**src/design/slst_pkg.sv**
```systemverilog
`timescale 1ns / 1ps
// ----------------------------------------------------------------------------
// slst_pkg
// Shared types and constants for the solenoid latch and stepper tracker.
// ----------------------------------------------------------------------------
package slst_pkg;

    localparam logic [1:0] OFF_FLIP  = 2'd0;
    localparam logic [1:0] OFF_LOW   = 2'd1;
    localparam logic [1:0] OFF_MID   = 2'd2;
    localparam logic [1:0] OFF_MOTOR = 2'd3;

    localparam logic [3:0] PH_A    = 4'hc;
    localparam logic [3:0] PH_B    = 4'h6;
    localparam logic [3:0] PH_C    = 4'h3;
    localparam logic [3:0] PH_D    = 4'h9;
    localparam logic [3:0] PH_NONE = 4'h0;

    typedef logic signed [1:0] t_dir;

    localparam t_dir DIR_STOP = 2'sd0;
    localparam t_dir DIR_FWD  = 2'sd1;
    localparam t_dir DIR_REV  = -2'sd1;

    typedef struct packed {
        logic       en;
        logic [3:0] phase;
    } t_step_cmd;

    function automatic logic [3:0] next_phase(input logic [3:0] p);
        logic [3:0] r;
        case (p)
            PH_A:    r = PH_B;
            PH_B:    r = PH_C;
            PH_C:    r = PH_D;
            PH_D:    r = PH_A;
            default: r = PH_NONE;
        endcase
        return r;
    endfunction

endpackage

```
**src/design/slst_step_tracker.sv**
```systemverilog
`timescale 1ns / 1ps
// ----------------------------------------------------------------------------
// slst_step_tracker
// Full-step phase decoder with saturating position count and direction.
// ----------------------------------------------------------------------------
module slst_step_tracker #(
    parameter int POSITION_BITS = 16
) (
    input  logic                     i_clk,
    input  logic                     i_rst_n,
    input  slst_pkg::t_step_cmd      i_cmd,
    output logic [POSITION_BITS-1:0] o_next_count,
    output slst_pkg::t_dir           o_next_dir
);
    import slst_pkg::*;

    logic [3:0]               r_last;
    logic [3:0]               n_last;
    logic [POSITION_BITS-1:0] r_count;
    logic [POSITION_BITS-1:0] n_count;
    t_dir                     r_dir;
    t_dir                     n_dir;
    logic                     fwd;
    logic                     rev;

    always_comb begin
        fwd     = (r_last != PH_NONE) && (next_phase(r_last) == i_cmd.phase);
        rev     = (next_phase(i_cmd.phase) != PH_NONE) &&
                  (next_phase(i_cmd.phase) == r_last);
        n_last  = r_last;
        n_count = r_count;
        n_dir   = r_dir;
        if (i_cmd.en) begin
            if (i_cmd.phase == PH_NONE) begin
                n_dir = DIR_STOP;
            end else if (i_cmd.phase != r_last) begin
                if (fwd) begin
                    if (r_count != '1) begin
                        n_count = r_count + 1'b1;
                    end
                    n_dir = DIR_FWD;
                end else if (rev) begin
                    if (r_count != '0) begin
                        n_count = r_count - 1'b1;
                    end
                    n_dir = DIR_REV;
                end
                n_last = i_cmd.phase;
            end
        end
    end

    always_ff @(posedge i_clk) begin
        if (!i_rst_n) begin
            r_last  <= PH_NONE;
            r_count <= '0;
            r_dir   <= DIR_STOP;
        end else begin
            r_last  <= n_last;
            r_count <= n_count;
            r_dir   <= n_dir;
        end
    end

    assign o_next_count = n_count;
    assign o_next_dir   = n_dir;

endmodule

```
**src/design/solenoid_latch_stepper_tracker.sv**
```systemverilog
`timescale 1ns / 1ps
// ----------------------------------------------------------------------------
// solenoid_latch_stepper_tracker
// Byte-lane solenoid latch with flipper extraction and stepper phase tracking.
//
//  channel  handshake                 payload
//  in       i_in_valid / o_in_stall   i_reg_offset, i_write_byte
//  out      o_out_valid / i_out_stall pulsed word, flipper, motor, actuators
//
// One write per cycle while the result is not stalled; the result appears in the cycle after its transfer.
// The latency is set by the single result register.
// Synchronous active-low reset clears the latch, the tracker and out valid.
// A stalled result holds the input off until it is taken.
// ----------------------------------------------------------------------------
module solenoid_latch_stepper_tracker #(
    parameter int POSITION_BITS = 16
) (
    input  logic                 i_clk,
    input  logic                 i_rst_n,
    input  logic                 i_in_valid,
    output logic                 o_in_stall,
    input  logic [1:0]           i_reg_offset,
    input  logic [7:0]           i_write_byte,
    output logic                 o_out_valid,
    input  logic                 i_out_stall,
    output logic [31:0]          o_pulsed_word,
    output logic [2:0]           o_flipper_pulse,
    output slst_pkg::t_dir       o_motor_direction,
    output logic                 o_arms_up,
    output logic                 o_legs_up,
    output logic [15:0]          o_motor_position,
    output logic                 o_at_home
);
    import slst_pkg::*;

    localparam int SHOW_BITS = (POSITION_BITS < 16) ? POSITION_BITS : 16;

    logic                     accept;
    logic [31:0]              r_word;
    logic [31:0]              n_word;
    logic [2:0]               n_flip;
    logic                     r_arms;
    logic                     n_arms;
    logic                     r_legs;
    logic                     n_legs;
    t_step_cmd                cmd;
    logic [POSITION_BITS-1:0] next_count;
    t_dir                     next_dir;

    logic                     r_out_valid;
    logic [31:0]              r_out_word;
    logic [2:0]               r_out_flip;
    t_dir                     r_out_dir;
    logic                     r_out_arms;
    logic                     r_out_legs;
    logic [15:0]              r_out_pos;
    logic                     r_out_home;

    assign o_in_stall = r_out_valid && i_out_stall;
    assign accept     = i_in_valid && !o_in_stall;

    always_comb begin
        n_word = r_word;
        n_flip = 3'b000;
        n_arms = r_arms;
        n_legs = r_legs;
        unique case (i_reg_offset)
            OFF_FLIP: begin
                n_word[15:8] = {2'b00, i_write_byte[5:0]};
                n_flip       = {i_write_byte[6], 1'b0, i_write_byte[7]};
            end
            OFF_LOW: begin
                n_word[7:0] = i_write_byte;
            end
            OFF_MID: begin
                n_word[23:16] = i_write_byte;
            end
            OFF_MOTOR: begin
                n_word[31:24] = i_write_byte;
                n_legs        = i_write_byte[4];
                n_arms        = i_write_byte[5];
            end
            default: begin
                n_word = r_word;
            end
        endcase
        cmd.en    = accept && (i_reg_offset == OFF_MOTOR);
        cmd.phase = i_write_byte[3:0];
    end

    slst_step_tracker #(
        .POSITION_BITS(POSITION_BITS)
    ) u_tracker (
        .i_clk       (i_clk),
        .i_rst_n     (i_rst_n),
        .i_cmd       (cmd),
        .o_next_count(next_count),
        .o_next_dir  (next_dir)
    );

    always_ff @(posedge i_clk) begin
        if (!i_rst_n) begin
            r_word      <= '0;
            r_arms      <= 1'b0;
            r_legs      <= 1'b0;
            r_out_valid <= 1'b0;
        end else begin
            if (accept) begin
                r_word <= n_word;
                r_arms <= n_arms;
                r_legs <= n_legs;
            end
            if (accept) begin
                r_out_valid <= 1'b1;
            end else if (!i_out_stall) begin
                r_out_valid <= 1'b0;
            end
        end
    end

    always_ff @(posedge i_clk) begin
        if (accept) begin
            r_out_word <= n_word;
            r_out_flip <= n_flip;
            r_out_dir  <= next_dir;
            r_out_arms <= n_arms;
            r_out_legs <= n_legs;
            r_out_pos  <= 16'(next_count[SHOW_BITS-1:0]);
            r_out_home <= (next_count == '0);
        end
    end

    assign o_out_valid       = r_out_valid;
    assign o_pulsed_word     = r_out_word;
    assign o_flipper_pulse   = r_out_flip;
    assign o_motor_direction = r_out_dir;
    assign o_arms_up         = r_out_arms;
    assign o_legs_up         = r_out_legs;
    assign o_motor_position  = r_out_pos;
    assign o_at_home         = r_out_home;

endmodule

```
**config.mk**
```make
export PLATFORM = sky130hd
export DESIGN_NAME = solenoid_latch_stepper_tracker
export DESIGN_NICKNAME = d
export VERILOG_FILES = /design/src/design/slst_pkg.sv /design/src/design/slst_step_tracker.sv /design/src/design/solenoid_latch_stepper_tracker.sv
export SDC_FILE = /design/constraint.sdc
export NUM_CORES = 1
export LEC_CHECK = 0
export ABC_AREA = 1
export BUFFER_PORTS_ARGS = -buffer_cell sky130_fd_sc_hd__buf_2
export CAP_MARGIN = 0
export CORE_ASPECT_RATIO = 1.25
export CORE_UTILIZATION = 61
export CTS_CLUSTER_DIAMETER = 200
export DETAILED_ROUTE_END_ITERATION = 6
export GPL_ROUTABILITY_DRIVEN = 1
export GPL_TIMING_DRIVEN = 0
export PLACE_DENSITY_LB_ADDON = 0.12
export SKIP_CTS_REPAIR_TIMING = 1
export SYNTH_ARGS = -nofsm -noshare
export SYNTH_HDL_FRONTEND = slang
export SYNTH_SLANG_ARGS = --single-unit
```
**constraint.sdc**
```tcl
create_clock -name i_clk -period 9.2 [get_ports i_clk]
set_clock_uncertainty 0.2 [all_clocks]
set_input_delay 1.38 -clock i_clk [delete_from_list [all_inputs] [get_ports i_clk]]
set_output_delay 1.38 -clock i_clk [all_outputs]
set_load 0.01 [all_outputs]
```
### Yosys cells after proc, flatten, opt, wreduce, memory -nomap -nowiden

Cells that the tools add are included.

| cells by class | value |
|---|---|
| add/subtract/negate cells | 2 |
| equal/unequal tests | 16 |
| multiplexer cells | 22 |
| bitwise logic cells | 1 |
| reduce and logical (&&, ||, !) cells | 13 |

Operator list:

| cell | number |
|---|---|
| 16-bit two-way mux | 7 |
| 8-bit two-way mux | 4 |
| 4-bit one-hot mux with 4 select lines | 2 |
| 16-bit by 1-bit adder with 16-bit output, second input constant | 1 |
| 4-bit == test, second input constant | 4 |
| 16-bit zero test | 1 |
| 16-bit != test, second input constant | 1 |
| 16-bit nonzero test | 1 |
| 16-bit by 1-bit subtractor with 16-bit output, second input constant | 1 |
| 2-bit two-way mux | 5 |
| 4-bit by 2-bit == test with 1-bit output, second input constant | 2 |
| 4-bit by 3-bit == test with 1-bit output, second input constant | 2 |
| 4-bit == test | 2 |
| 4-bit nonzero test | 2 |
| 1-bit logical AND | 5 |
| 2-bit == test, second input constant | 2 |
| 4-bit zero test | 1 |
| 1-bit two-way mux | 4 |
| 4-bit != test | 1 |
| 3-bit AND reduction | 1 |
| 2-bit by 1-bit == test with 1-bit output, second input constant | 1 |
| 2-bit zero test | 1 |
| 2-bit by 1-bit != test with 1-bit output, second input constant | 1 |
| 1-bit zero test | 1 |
| 1-bit NOT | 1 |

| word-level totals | value |
|---|---|
| flip-flop bits (word level) | 113 |
| output and inout bits | 58 |

### Depth between registers and ports, before layout

Gate-level depths: netlist of the first run.

| logic depth | value |
|---|---|
| depth in word-level cells | 10 |
| mapped depth | 20 |

### Hierarchy

Synthesis of the first run repeated with hierarchy kept, for this count alone.

| unflattened totals | value |
|---|---|
| cell total of the unflattened synthesis | 736 |
| area total of the unflattened synthesis | 5612.9 sq um |

By module, submodules not included:

| module | cells an instance | area an instance (sq um) | instances | sequential area each (sq um) |
|---|---|---|---|---|
| solenoid_latch_stepper_tracker | 370 | 3535.9 | 1 | 2352.3 |
| slst_step_tracker | 366 | 2077.0 | 1 | 440.4 |

### Worst setup path before layout of the first run

OpenSTA, ideal clock, no wires.

| timing path | value |
|---|---|
| path kind | input port to flip-flop |
| from | input i_out_stall |
| to | register r_out_arms, in the netlist o_arms_up (enable) |
| setup time | 441 ps |
| path slack | 5137 ps |
| buffers on the path | 1 |
| stages on the path | 4 |
| arrival time | 3423 ps |
| required time | 8559 ps |
| path through | nand2_1 > nand2_1 > inv_1 > buf_1 |

| on the way | value |
|---|---|
| cells in the longest elaborated chain, start to end | 3 |

RTL lines:

| element | line | text |
|---|---|---|
| start, declared | solenoid_latch_stepper_tracker.sv:25 | `input logic i_out_stall,` |
| 1-bit logical AND | solenoid_latch_stepper_tracker.sv:59 | `assign o_in_stall = r_out_valid && i_out_stall;` |
| 1-bit zero test | solenoid_latch_stepper_tracker.sv:60 | `assign accept = i_in_valid && !o_in_stall;` |
| 1-bit logical AND | solenoid_latch_stepper_tracker.sv:60 |  |
| via accept | solenoid_latch_stepper_tracker.sv:38 | `logic accept;` |
| end signal, assigned | solenoid_latch_stepper_tracker.sv:126 | `r_out_arms <= n_arms;` |
| end, declared | solenoid_latch_stepper_tracker.sv:54 | `logic r_out_arms;` |

The timed path passes the listed nets, and every way through them passes these cells.
A chain may end at the register's enable or synchronous reset.

### Worst setup path after layout of the first run

| timing path | value |
|---|---|
| from | input i_out_stall |
| to | register r_out_home, in the netlist o_at_home, data pin |

| on the way | value |
|---|---|
| cells in the longest elaborated chain, start to end | 6 |

RTL lines:

| element | line | text |
|---|---|---|
| 1-bit logical AND | solenoid_latch_stepper_tracker.sv:59 |  |
| 1-bit zero test | solenoid_latch_stepper_tracker.sv:60 |  |
| 1-bit logical AND | solenoid_latch_stepper_tracker.sv:60 |  |
| 1-bit logical AND | solenoid_latch_stepper_tracker.sv:87 | `cmd.en = accept && (i_reg_offset == OFF_MOTOR);` |
| 16-bit two-way mux | slst_step_tracker.sv:33 | `if (i_cmd.en) begin` |
| 16-bit zero test | solenoid_latch_stepper_tracker.sv:129 | `r_out_home <= (next_count == '0);` |
| end signal, assigned | solenoid_latch_stepper_tracker.sv:129 |  |
| end, declared | solenoid_latch_stepper_tracker.sv:57 | `logic r_out_home;` |

Every way passes these cells.

==> results.json, run 1 <==
{
  "outcome": "completed",
  "yosysTopAreaCell": "edfxtp_1",
  "via_per_inst": 5.45,
  "drive_above_1_share_pct": 17.0,
  "fin_nets": 840,
  "grt_max_degree": 45,
  "synth_edf_count": 55,
  "grt_pass1_vias": 4828,
  "ios": 72,
  "worstPathArrival_ns": 3.50,
  "power_frac_clock_pct": 37.4,
  "ant_nets": 0,
  "die_area_sq_um": 9760,
  "place_congestion": 0.958,
  "clockBufferDepth": 2,
  "n_antenna_cell": 0,
  "track_usage_pct": 30.7,
  "max_freq_mhz": 287,
  "seq_power_share_pct": 48.6,
  "seq_area_sq_um": 2790,
  "setup_ws_ns": 5.71,
  "firstDrtPassIters": 5,
  "h-tree-depth": 3,
  "switching_share_pct": 26.8,
  "insertion_delay_ns": 0.36,
  "place_ws_ns": 5.41,
  "cp-startpoint": "i_out_stall",
  "synth.net_count": 761,
  "total_power_mw": 1.17,
  "worst_pin_slew_ns": 0.639,
  "finalCritPeriodShare_pct": 37.9,
  "intPower_mw": 0.855,
  "die_h_um": 110,
  "ys_top_cells_by_count": "nand2_1 (188), inv_1 (99), nor2_1 (80)",
  "dr.first_iter.drc_count": 276,
  "met2_length_mm": 7.42,
  "switchingPower_mw": 0.314,
  "synth-warning-count": 0,
  "critPathSlowestCell": "buf_2",
  "m1WireLength_mm": 5.59,
  "fill_cells": 749,
  "criticalPathCategory": "in2reg",
  "rsz0062_at_grt": "no",
  "drv_slew": 0,
  "power.density_nw_per_um2": 178,
  "setup_viol_count_final": 0,
  "grt_pass1_wl_mm": 22.6,
  "p_comb_share_pct": 14.0,
  "crit_path_start_kind": "input port",
  "num_vias": 5182,
  "syn_to_final_growth_pct": 14.8,
  "start_util_pct": 62.6,
  "cp-end-kind": "flip-flop",
  "ir_worst_vdd_mv": 0.112,
  "rows": 39,
  "path_common_cell": "nand2_1",
  "overflow": 0,
  "crit_chain": "buf_2, nand2_1, nand2_1, nor2_4, nand2_1, inv_1, nand2_1, buf_2, a21oi_1, nand3_1, nand2_1, nand2_1, nor2_1, nand3_1, nor2_1",
  "synth_seq_cells": 112,
  "cts_num_sinks": 112,
  "post_synth_num_cell_types": 36,
  "avgSynthCellArea_sq_um": 7.68,
  "cts_root_buffer": "clkbuf_16",
  "syn_inst": 744,
  "synthArstFlopShare_pct": 0,
  "synth_most_common_cell": "nand2_1",
  "synth-seq-area-share_pct": 48.9,
  "p_leak_nw": 3.19,
  "multi_input_comb_area_sq_um": 2350,
  "hp-start": "r_word[15]",
  "crit_required_ns": 9.22,
  "drt-total-wl_mm": 14.1,
  "core-area_sq_um": 9130,
  "antenna_found_initial": 0,
  "syn_area_sq_um": 5720,
  "path_max_fanout": 10,
  "routedWlPerCell_um": 14.9,
  "critPathBufInv": 3,
  "relSlewSlack_pct": 57.4,
  "synth_top_flop_cell": "dfxtp_1",
  "hpwl_mm": 10.3,
  "die_w_um": 88.6,
  "r2r-start": "u_tracker.r_count[1]",
  "clkTransAtPathRegs_ns": 0.08,
  "synthTopCellsByArea": "edfxtp_1 (29%), dfxtp_1 (20%), nand2_1 (12%)",
  "crit_family": "simple AND/OR/NAND/NOR gates",
  "cpPeakStageDelay_ns": 0.22,
  "min_path_type": "reg2reg",
  "highest_layer": "met4",
  "yosys.area.top_type_share_pct": 28.9,
  "cts_made_buffers": 9,
  "drc": 0,
  "cts_tree": "built",
  "fin_crit_ns": 3.49,
  "portBuffers": 67,
  "timing.setup.tns_ns": 0,
  "cap_violations": 0,
  "wl_met3_um": 597,
  "finalHoldViolations": 0
}
## metrics by stage
step                std cells  hold WS [ns]  util (%)  instance area, sq um
CTS                       951         0.256      71.9                  6560
finish                    951         0.254      71.9                  6560
detailed placement        935         0.244      68.2                  6230
global route              951         0.275      71.9                  6560
global placement          934         0.235      68.0                  6200
floorplan                 744         0.225         -                  5720
## path summary, 6_finish.rpt
path | endpoint | slack, ns | cells past startpoint
worst max register to register | o_at_home | 6.45 | 14
worst min register to register | r_word[15] | 0.25 | 2
worst max-delay path | o_at_home | 5.71 | 15
worst min-delay path | r_word[15] | 0.25 | 2
## per-layer routing
| metal | global-route usage [%] | vias to the layer above |
|---|---|---|
| met1 | 34.8 | 2404 |
| met4 | 17.9 | 0 |
| li1 | - | 2568 |
| met3 | 3.87 | 38 |
| met5 | 0 | - |
| met2 | 54.7 | 172 |
## cells in the final DEF (no fill, tap or decap), types with 2 or more instances in the layout
cell type and instances:
o21ai_0 57, clkinv_1 2, clkbuf_1 16, a31oi_1 2, nor2_4 6, nor2_2 10
nor2_1 80, nand4_1 10, ha_1 3, nand2_1 188, inv_6 2, clkinv_4 2
dfxtp_1 57, o21ai_2 4, buf_6 6, buf_2 70, bufinv_16 2, a21oi_1 43
a211oi_1 13, edfxtp_1 55, o21ai_1 4, buf_4 3, nand2_2 14, clkbuf_16 9
nor3_1 8, o211ai_1 2, xnor2_1 4, inv_1 99, nand3_1 38, inv_2 7
## sequential cells by signal, indices dropped and copies added (netlist names)
name and count:
o_pulsed_word 32, r_word 32, o_motor_position 16, u_tracker.r_count 16, u_tracker.r_last 4, o_flipper_pulse 2, o_motor_direction 2, u_tracker.r_dir 2
o_arms_up 1, o_at_home 1, o_legs_up 1, o_out_valid 1, r_arms 1, r_legs 1
## area by class of cell
| class | instances | area share [%] |
|---|---|---|
| repair buffers | 68 | 5.41 |
| clock inverters | 7 | 1.70 |
| well taps | 123 | 2.35 |
| clock buffers | 9 | 3.43 |
| inverters | 108 | 6.18 |
| flip-flops and latches | 112 | 42.6 |
| plain buffers | 29 | 2.57 |
| multi-input cells | 495 | 35.8 |
## power by group through the flow
| stage | clock, mW | combinational, mW | sequential, mW |
|---|---|---|---|
| 2_1_floorplan | 0 | 0.100 | 0.590 |
| 5_1_grt | 0.456 | 0.184 | 0.572 |
| 4_1_cts | 0.437 | 0.163 | 0.568 |
| 3_5_place_dp | 0 | 0.161 | 0.579 |
| 3_3_place_gp | 0 | 0.155 | 0.580 |
| 6_report | 0.438 | 0.164 | 0.568 |
## kinds of logic after synthesis
group,count (synthesis),synth area share (%)
compound gates,125,11.9
xor+xnor,5,0.898
fa+ha+maj,3,0.657
buf+inv,137,10.0
flops,112,48.9
other cells,1,0.0656
simple gates,361,27.6
## worst min-delay path, stage by stage (launching register included)
cell and delay [ns]:
dfxtp_1 0.31, inv_1 0.06, nor3_1 0.05
No activity file was read; power rests on OpenSTA's default activity.
==> run 2, diff against run 1 <==
--- a/config.mk
+++ b/config.mk
@@ -9,7 +9,7 @@
 export BUFFER_PORTS_ARGS = -buffer_cell sky130_fd_sc_hd__buf_2
 export CAP_MARGIN = 0
 export CORE_ASPECT_RATIO = 1.25
-export CORE_UTILIZATION = 61
+export CORE_UTILIZATION = 58
 export CTS_CLUSTER_DIAMETER = 200
 export DETAILED_ROUTE_END_ITERATION = 6
 export GPL_ROUTABILITY_DRIVEN = 1
==> constraint.sdc (replaced) <==
create_clock -name i_clk -period 3.4 [get_ports i_clk]
set_clock_uncertainty 0.2 [all_clocks]
set_input_delay 0.51 -clock i_clk [delete_from_list [all_inputs] [get_ports i_clk]]
set_output_delay 0.51 -clock i_clk [all_outputs]
set_load 0.01 [all_outputs]
==> run 2 against run 1 <==
  * Worst setup slack got worse by 5.1 ns
  * Die area increased by 5.1%
  * Clock power rose by 140%
  * Critical path depth fell by 1
  * Count of clock-buffer cells in the layout is the same
  * Via count is 1.7% lower
  * Total power rose to 2.6 times the previous value
  * Sequential power rose to 2.7 times the previous value
  * First-iteration DRC count fell by 22%
  * Hold slack improved by 0.0038 ns
  * Largest cell class unchanged
  * Highest routed layer unchanged
==> results.json, run 2 (synthesized netlist as in run 1, its figures left out) <==
{
  "cp-startpoint": "u_tracker.r_count[1]",
  "finalHoldViolations": 0,
  "finalCritPeriodShare_pct": 82.1,
  "overflow": 0,
  "crit_path_start_kind": "flip-flop",
  "dpl-instance-area_sq_um": 6230,
  "design_area_sq_um": 6530,
  "path_max_fanout": 7,
  "ios": 72,
  "switching_share_pct": 28.2,
  "drc": 0,
  "outcome": "completed",
  "fill_cells": 840,
  "die_h_um": 113,
  "dr.first_iter.drc_count": 216,
  "final_cell_mix": "nand2_1 (188), inv_1 (99), nor2_1 (80), buf_2 (70)",
  "clockBufferDepth": 2,
  "cap_violations": 0,
  "setup_viol_count_final": 0,
  "hold-worst-slack_ns": 0.257,
  "grt_pass1_vias": 4692,
  "rows": 40,
  "seq_area_sq_um": 2790,
  "r2r-end": "o_at_home",
  "timing.setup.tns_ns": 0,
  "criticalPathCategory": "reg2reg",
  "r2r-start": "u_tracker.r_count[1]",
  "cp-end-kind": "flip-flop",
  "cts_root_buffer": "clkbuf_16",
  "via_per_inst": 5.34,
  "die_area_sq_um": 10300,
  "power_frac_clock_pct": 34.7,
  "setup_ws_ns": 0.607,
  "ir_worst_vdd_mv": 0.268,
  "drv_slew": 0,
  "rsz0062_at_grt": "no",
  "layout_commonest_cell": "nand2_1",
  "ant_nets": 0,
  "p_comb_share_pct": 14.5,
  "worst_pin_slew_ns": 0.750,
  "rrSetupSlack_ns": 0.61,
  "core-area_sq_um": 9610,
  "multi_input_comb_area_sq_um": 2350,
  "min_path_type": "reg2reg",
  "place_inst": 938,
  "insertion_delay_ns": 0.35,
  "fin_cells": 954,
  "syn_to_final_growth_pct": 14.3,
  "fin_nets": 840,
  "p_leak_nw": 3.17,
  "num_vias": 5095,
  "antenna_found_initial": 0,
  "reg2regPathDepth": 14,
  "switchingPower_mw": 0.855,
  "relSlewSlack_pct": 50.0,
  "drive_above_1_share_pct": 17.0,
  "grt_max_degree": 34,
  "clkTransAtPathRegs_ns": 0.08,
  "h-tree-depth": 3,
  "drt-total-wl_mm": 13.7,
  "power.density_nw_per_um2": 464,
  "start_util_pct": 59.5,
  "track_usage_pct": 27.3,
  "place_ws_ns": 0.503,
  "place_congestion": 0.956,
  "portBuffers": 67,
  "die_w_um": 90.8,
  "cts_num_sinks": 112,
  "crit_required_ns": 3.31,
  "fin_crit_ns": 2.79,
  "cts_made_buffers": 9,
  "cp-endpoint": "o_at_home",
  "worstPathArrival_ns": 2.71,
  "max_freq_mhz": 358,
  "hpwl_mm": 10.0,
  "grt_pass1_wl_mm": 21.8,
  "routedWlPerCell_um": 14.3,
  "seq_power_share_pct": 50.8,
  "intPower_mw": 2.17,
  "cts_tree": "built",
  "n_antenna_cell": 0,
  "firstDrtPassIters": 5
}
[run 2: cell count changes in the layout (fill, tap and decap cells not counted), sizes merged]
| cell | before | now |
|---|---|---|
| clkinvlp | 0 | 1 |
| bufinv | 2 | 0 |
| clkinv | 5 | 6 |
[run 2: worst max-delay path, cell delays in order (launching register included)]
cell and delay (ns):
dfxtp_1 0.40, ha_1 0.21, nand3_1 0.13, nor2_2 0.24, nand2_2 0.13, nor2_4 0.25, inv_2 0.15, o21ai_2 0.28
nor2_2 0.08, nand2_1 0.07, nand2_2 0.06, nand2_2 0.08, nor2_2 0.03, nand3_1 0.18, nor2_1 0.06
[run 2: metal layers]
layer  track usage, %  vias up  wire (um)
li1                 -     2549          -
met1             29.6     2345       5460
met2             49.6      157       7040
met3             3.63       44        554
met4             18.1        0        634
met5                0        -          0
[run 2: through the flow]
stage	utilization [%]	power (mW)
detailed placement	64.8	2.00
global placement	64.6	1.99
floorplan	-	1.87
global route	68.0	3.14
CTS	68.0	3.04
finish	68.0	3.03
[run 2: final cells by class]
type,count,area share [%]
Sequential cell,112,42.8
Multi-Input combinational cell,495,36.0
Inverter,108,6.21
Timing Repair Buffer,68,5.44
Clock buffer,9,3.45
Buffer,29,2.59
Tap cell,126,2.41
Clock inverter,7,1.15
[run 2: worst min path at each step]
stage                          start    endpoint  slack, ns  cells after the start
after global placement    r_word[14]  r_word[14]       0.23                      2
after detailed placement  r_word[28]  r_word[28]       0.24                      2
after floorplan           r_word[14]  r_word[14]       0.22                      2
final                     r_word[28]  r_word[28]       0.26                      2
after CTS                 r_word[28]  r_word[28]       0.25                      2
after global routing      r_word[28]  r_word[28]       0.28                      2
[run 2: power by group through the flow]
stage / Combinational [mW] / Sequential (mW) / Clock, mW
2_1_floorplan: 0.271 / 1.60 / 0
3_3_place_gp: 0.419 / 1.57 / 0
3_5_place_dp: 0.435 / 1.57 / 0
4_1_cts: 0.439 / 1.54 / 1.06
5_1_grt: 0.490 / 1.55 / 1.11
6_report: 0.439 / 1.54 / 1.05
==> run 3, diff against run 2 <==
--- a/config.mk
+++ b/config.mk
@@ -5,11 +5,11 @@
 export SDC_FILE = /design/constraint.sdc
 export NUM_CORES = 1
 export LEC_CHECK = 0
-export ABC_AREA = 1
+export ABC_AREA = 0
 export BUFFER_PORTS_ARGS = -buffer_cell sky130_fd_sc_hd__buf_2
 export CAP_MARGIN = 0
 export CORE_ASPECT_RATIO = 1.25
-export CORE_UTILIZATION = 58
+export CORE_UTILIZATION = 52
 export CTS_CLUSTER_DIAMETER = 200
 export DETAILED_ROUTE_END_ITERATION = 6
 export GPL_ROUTABILITY_DRIVEN = 1
==> constraint.sdc (replaced) <==
create_clock -name i_clk -period 2.4 [get_ports i_clk]
set_clock_uncertainty 0.2 [all_clocks]
set_input_delay 0.36 -clock i_clk [delete_from_list [all_inputs] [get_ports i_clk]]
set_output_delay 0.36 -clock i_clk [all_outputs]
set_load 0.01 [all_outputs]
==> run 3 against run 2 <==
  * The flow now finishes with violations (setup timing)
  * Combinational power is 11% lower
  * Sequential power is 37% higher
  * Largest power group unchanged
  * Routed wire length is 8.3% lower
  * Utilization rose by 1.3 points
  * Worst setup slack lost 1.3 ns
  * Total power up 31%
  * Register-to-register slack got worse by 1.3 ns
  * Sequential cell count unchanged
  * Highest routed layer unchanged
  * Area after synthesis is 7.2% lower
  * Maximum frequency shrank 9.7%
==> results.json, run 3 <==
{
  "track_usage_pct": 23.0,
  "routedWlPerCell_um": 17.2,
  "rsz0062_at_grt": "yes",
  "hold_depth": 2,
  "critPathSlowestCell": "dfxtp_4",
  "power.density_nw_per_um2": 586,
  "drt-total-wl_mm": 12.5,
  "start_util_pct": 54.4,
  "cp-endpoint": "o_at_home",
  "use_met2_pct": 43.2,
  "firstDrtPassIters": 4,
  "clockBufferDepth": 2,
  "synth_seq_cells": 112,
  "p_leak_nw": 2.76,
  "crit_path_start_kind": "flip-flop",
  "ir_worst_vdd_mv": 0.316,
  "path_max_fanout": 9,
  "cap_violations": 0,
  "finalCritPeriodShare_pct": 129,
  "ys_top_cells_by_count": "dfxtp_1 (57), edfxtp_1 (55), nand2_1 (46)",
  "drv_slew": 0,
  "place_congestion": 0.886,
  "timing.setup.tns_ns": -7.18,
  "synth_most_common_cell": "dfxtp_1",
  "insertion_delay_ns": 0.35,
  "avgSynthCellArea_sq_um": 10.8,
  "syn_to_final_growth_pct": 27.4,
  "met1_usage_pct": 26.5,
  "synthTopCellsByArea": "edfxtp_1 (31%), dfxtp_1 (22%), mux2_2 (6.2%)",
  "die_h_um": 115,
  "synth-seq-area-share_pct": 52.6,
  "portBuffers": 67,
  "drc": 0,
  "synth_top_flop_cell": "dfxtp_1",
  "worstPathArrival_ns": 3.08,
  "antenna_found_initial": 0,
  "core-area_sq_um": 9760,
  "synth_edf_count": 55,
  "finalHoldViolations": 0,
  "n_antenna_cell": 0,
  "reg2regPathDepth": 11,
  "cts_root_buffer": "clkbuf_16",
  "hpwl_mm": 8.29,
  "num_vias": 4038,
  "crit_required_ns": 2.38,
  "top_usage_layer": "met2",
  "cts_tree": "built",
  "cp-end-kind": "flip-flop",
  "cp-startpoint": "u_tracker.r_last[2]",
  "crit_chain": "buf_8, xor2_2, nand3_2, xnor2_2, nor4_4, buf_6, mux2_4, o21a_1, nor4_2, nand4b_1, nor4_4",
  "grt_pass1_vias": 3827,
  "relSlewSlack_pct": 45.1,
  "outcome": "finished with violations",
  "clkTransAtPathRegs_ns": 0.08,
  "synth-warning-count": 0,
  "h-tree-depth": 3,
  "drive_above_1_share_pct": 37.9,
  "path_common_cell": "nor4_4",
  "syn_area_sq_um": 5310,
  "rrSetupSlack_ns": -0.69,
  "setup_viol_count_final": 35,
  "via_per_inst": 5.55,
  "grt_max_degree": 40,
  "fin_nets": 614,
  "cts_made_buffers": 9,
  "setup_ws_ns": -0.692,
  "max_freq_mhz": 323,
  "layout_commonest_cell": "buf_2",
  "dr.first_iter.drc_count": 133,
  "fill_cells": 738,
  "synth.net_count": 507,
  "overflow": 0,
  "final_core_util_pct": 69.3,
  "ant_nets": 0,
  "rows": 40,
  "ios": 72,
  "worst_pin_slew_ns": 0.816,
  "final_cell_mix": "buf_2 (72), edfxtp_1 (55), dfxtp_1 (51), nand2_1 (46), buf_4 (30)",
  "grt_pass1_wl_mm": 18.8,
  "yosys.area.top_type_share_pct": 31.1,
  "r2r-end": "o_at_home",
  "synthArstFlopShare_pct": 0,
  "violations": "setup timing",
  "die_w_um": 92.4,
  "post_synth_num_cell_types": 63,
  "grt_use_met3_pct": 3.04,
  "min_path_type": "in2reg",
  "fin_crit_ns": 3.09,
  "syn_inst": 490,
  "yosysTopAreaCell": "edfxtp_1",
  "r2r-start": "u_tracker.r_last[2]",
  "cpPeakStageDelay_ns": 0.37,
  "criticalPathCategory": "reg2reg",
  "cts_num_sinks": 112,
  "die_area_sq_um": 10600
}
run 3: cell types whose count changed after synthesis, sizes merged, moves of 10 or more:
cell    before  now
and3         1   11
a21oi       43   11
and2         1   17
nor2b        0   26
o21ai       65    8
nand3       40   20
mux2i        0   20
nor2        96   25
a211oi      13    0
a21boi       0   21
inv        106   11
nand2      202   46
mux2         0   29
run 3: layer usage:
layer | up-vias | share of wire, %
met2 | 109 | 54
met3 | 14 | 4.1
met4 | 0 | 1.7
met5 | - | 0
met1 | 1952 | 40
li1 | 1963 | -
run 3: worst min-delay path by stage:
stage | from | endpoint | slack [ns]
detailed placement | r_word[31] | r_word[31] | 0.26
global placement | r_word[26] | r_word[26] | 0.25
floorplan | r_word[27] | r_word[27] | 0.24
global route | i_in_valid | o_out_valid | 0.04
CTS | i_in_valid | o_out_valid | 0.02
finish | i_in_valid | o_out_valid | 0.03
run 3: critical path: cells and delay by family, from the launching register on:
kind / cells / cell delay (ns)
AO/OA/AOI/OAI: 1 / 0.19
XOR/XNOR: 2 / 0.34
buffers and inverters: 2 / 0.32
flip-flops: 1 / 0.37
multiplexers: 1 / 0.31
AND/OR/NAND/NOR: 5 / 1.18
run 3: stage by stage:
step                setup slack [ns]  total power [mW]  std cells  hold WS [ns]  area, sq um
global route                  -0.863              4.10        728        0.0359         6760
CTS                            -1.14              3.96        700        0.0242         6230
floorplan                     -0.515              2.39        490         0.240         5430
global placement               -1.16              2.51        683         0.247         5920
detailed placement             -1.15              2.52        684         0.255         5930
finish                        -0.692              3.96        728        0.0286         6760
run 3: cell type report:
class / instances / area, sq um / share of cell area (%)
flip-flops and latches: 112 / 2810 / 41.5
multi-input cells: 333 / 2660 / 39.4
clock inverters: 7 / 70.1 / 1.04
inverters: 11 / 41.3 / 0.611
plain buffers: 32 / 216 / 3.20
clock buffers: 9 / 225 / 3.33
well taps: 126 / 158 / 2.33
repair buffers: 98 / 579 / 8.57
run 3: kinds of logic after synthesis:
group	Yosys count	share of synthesized area (%)
buf+inv	45	4.15
fa+ha+maj	3	0.707
other cells	1	0.0707
xor+xnor	16	2.64
mux	49	9.93
simple gates	197	21.0
compound gates	67	8.87
flops	112	52.6
run 3: power breakdown:
part	switching [mW]	total [mW]	internal [mW]	leakage, nW
registers	0.0236	2.11	2.09	1.02
logic	0.221	0.390	0.169	1.59
clock network	0.725	1.46	0.734	0.147
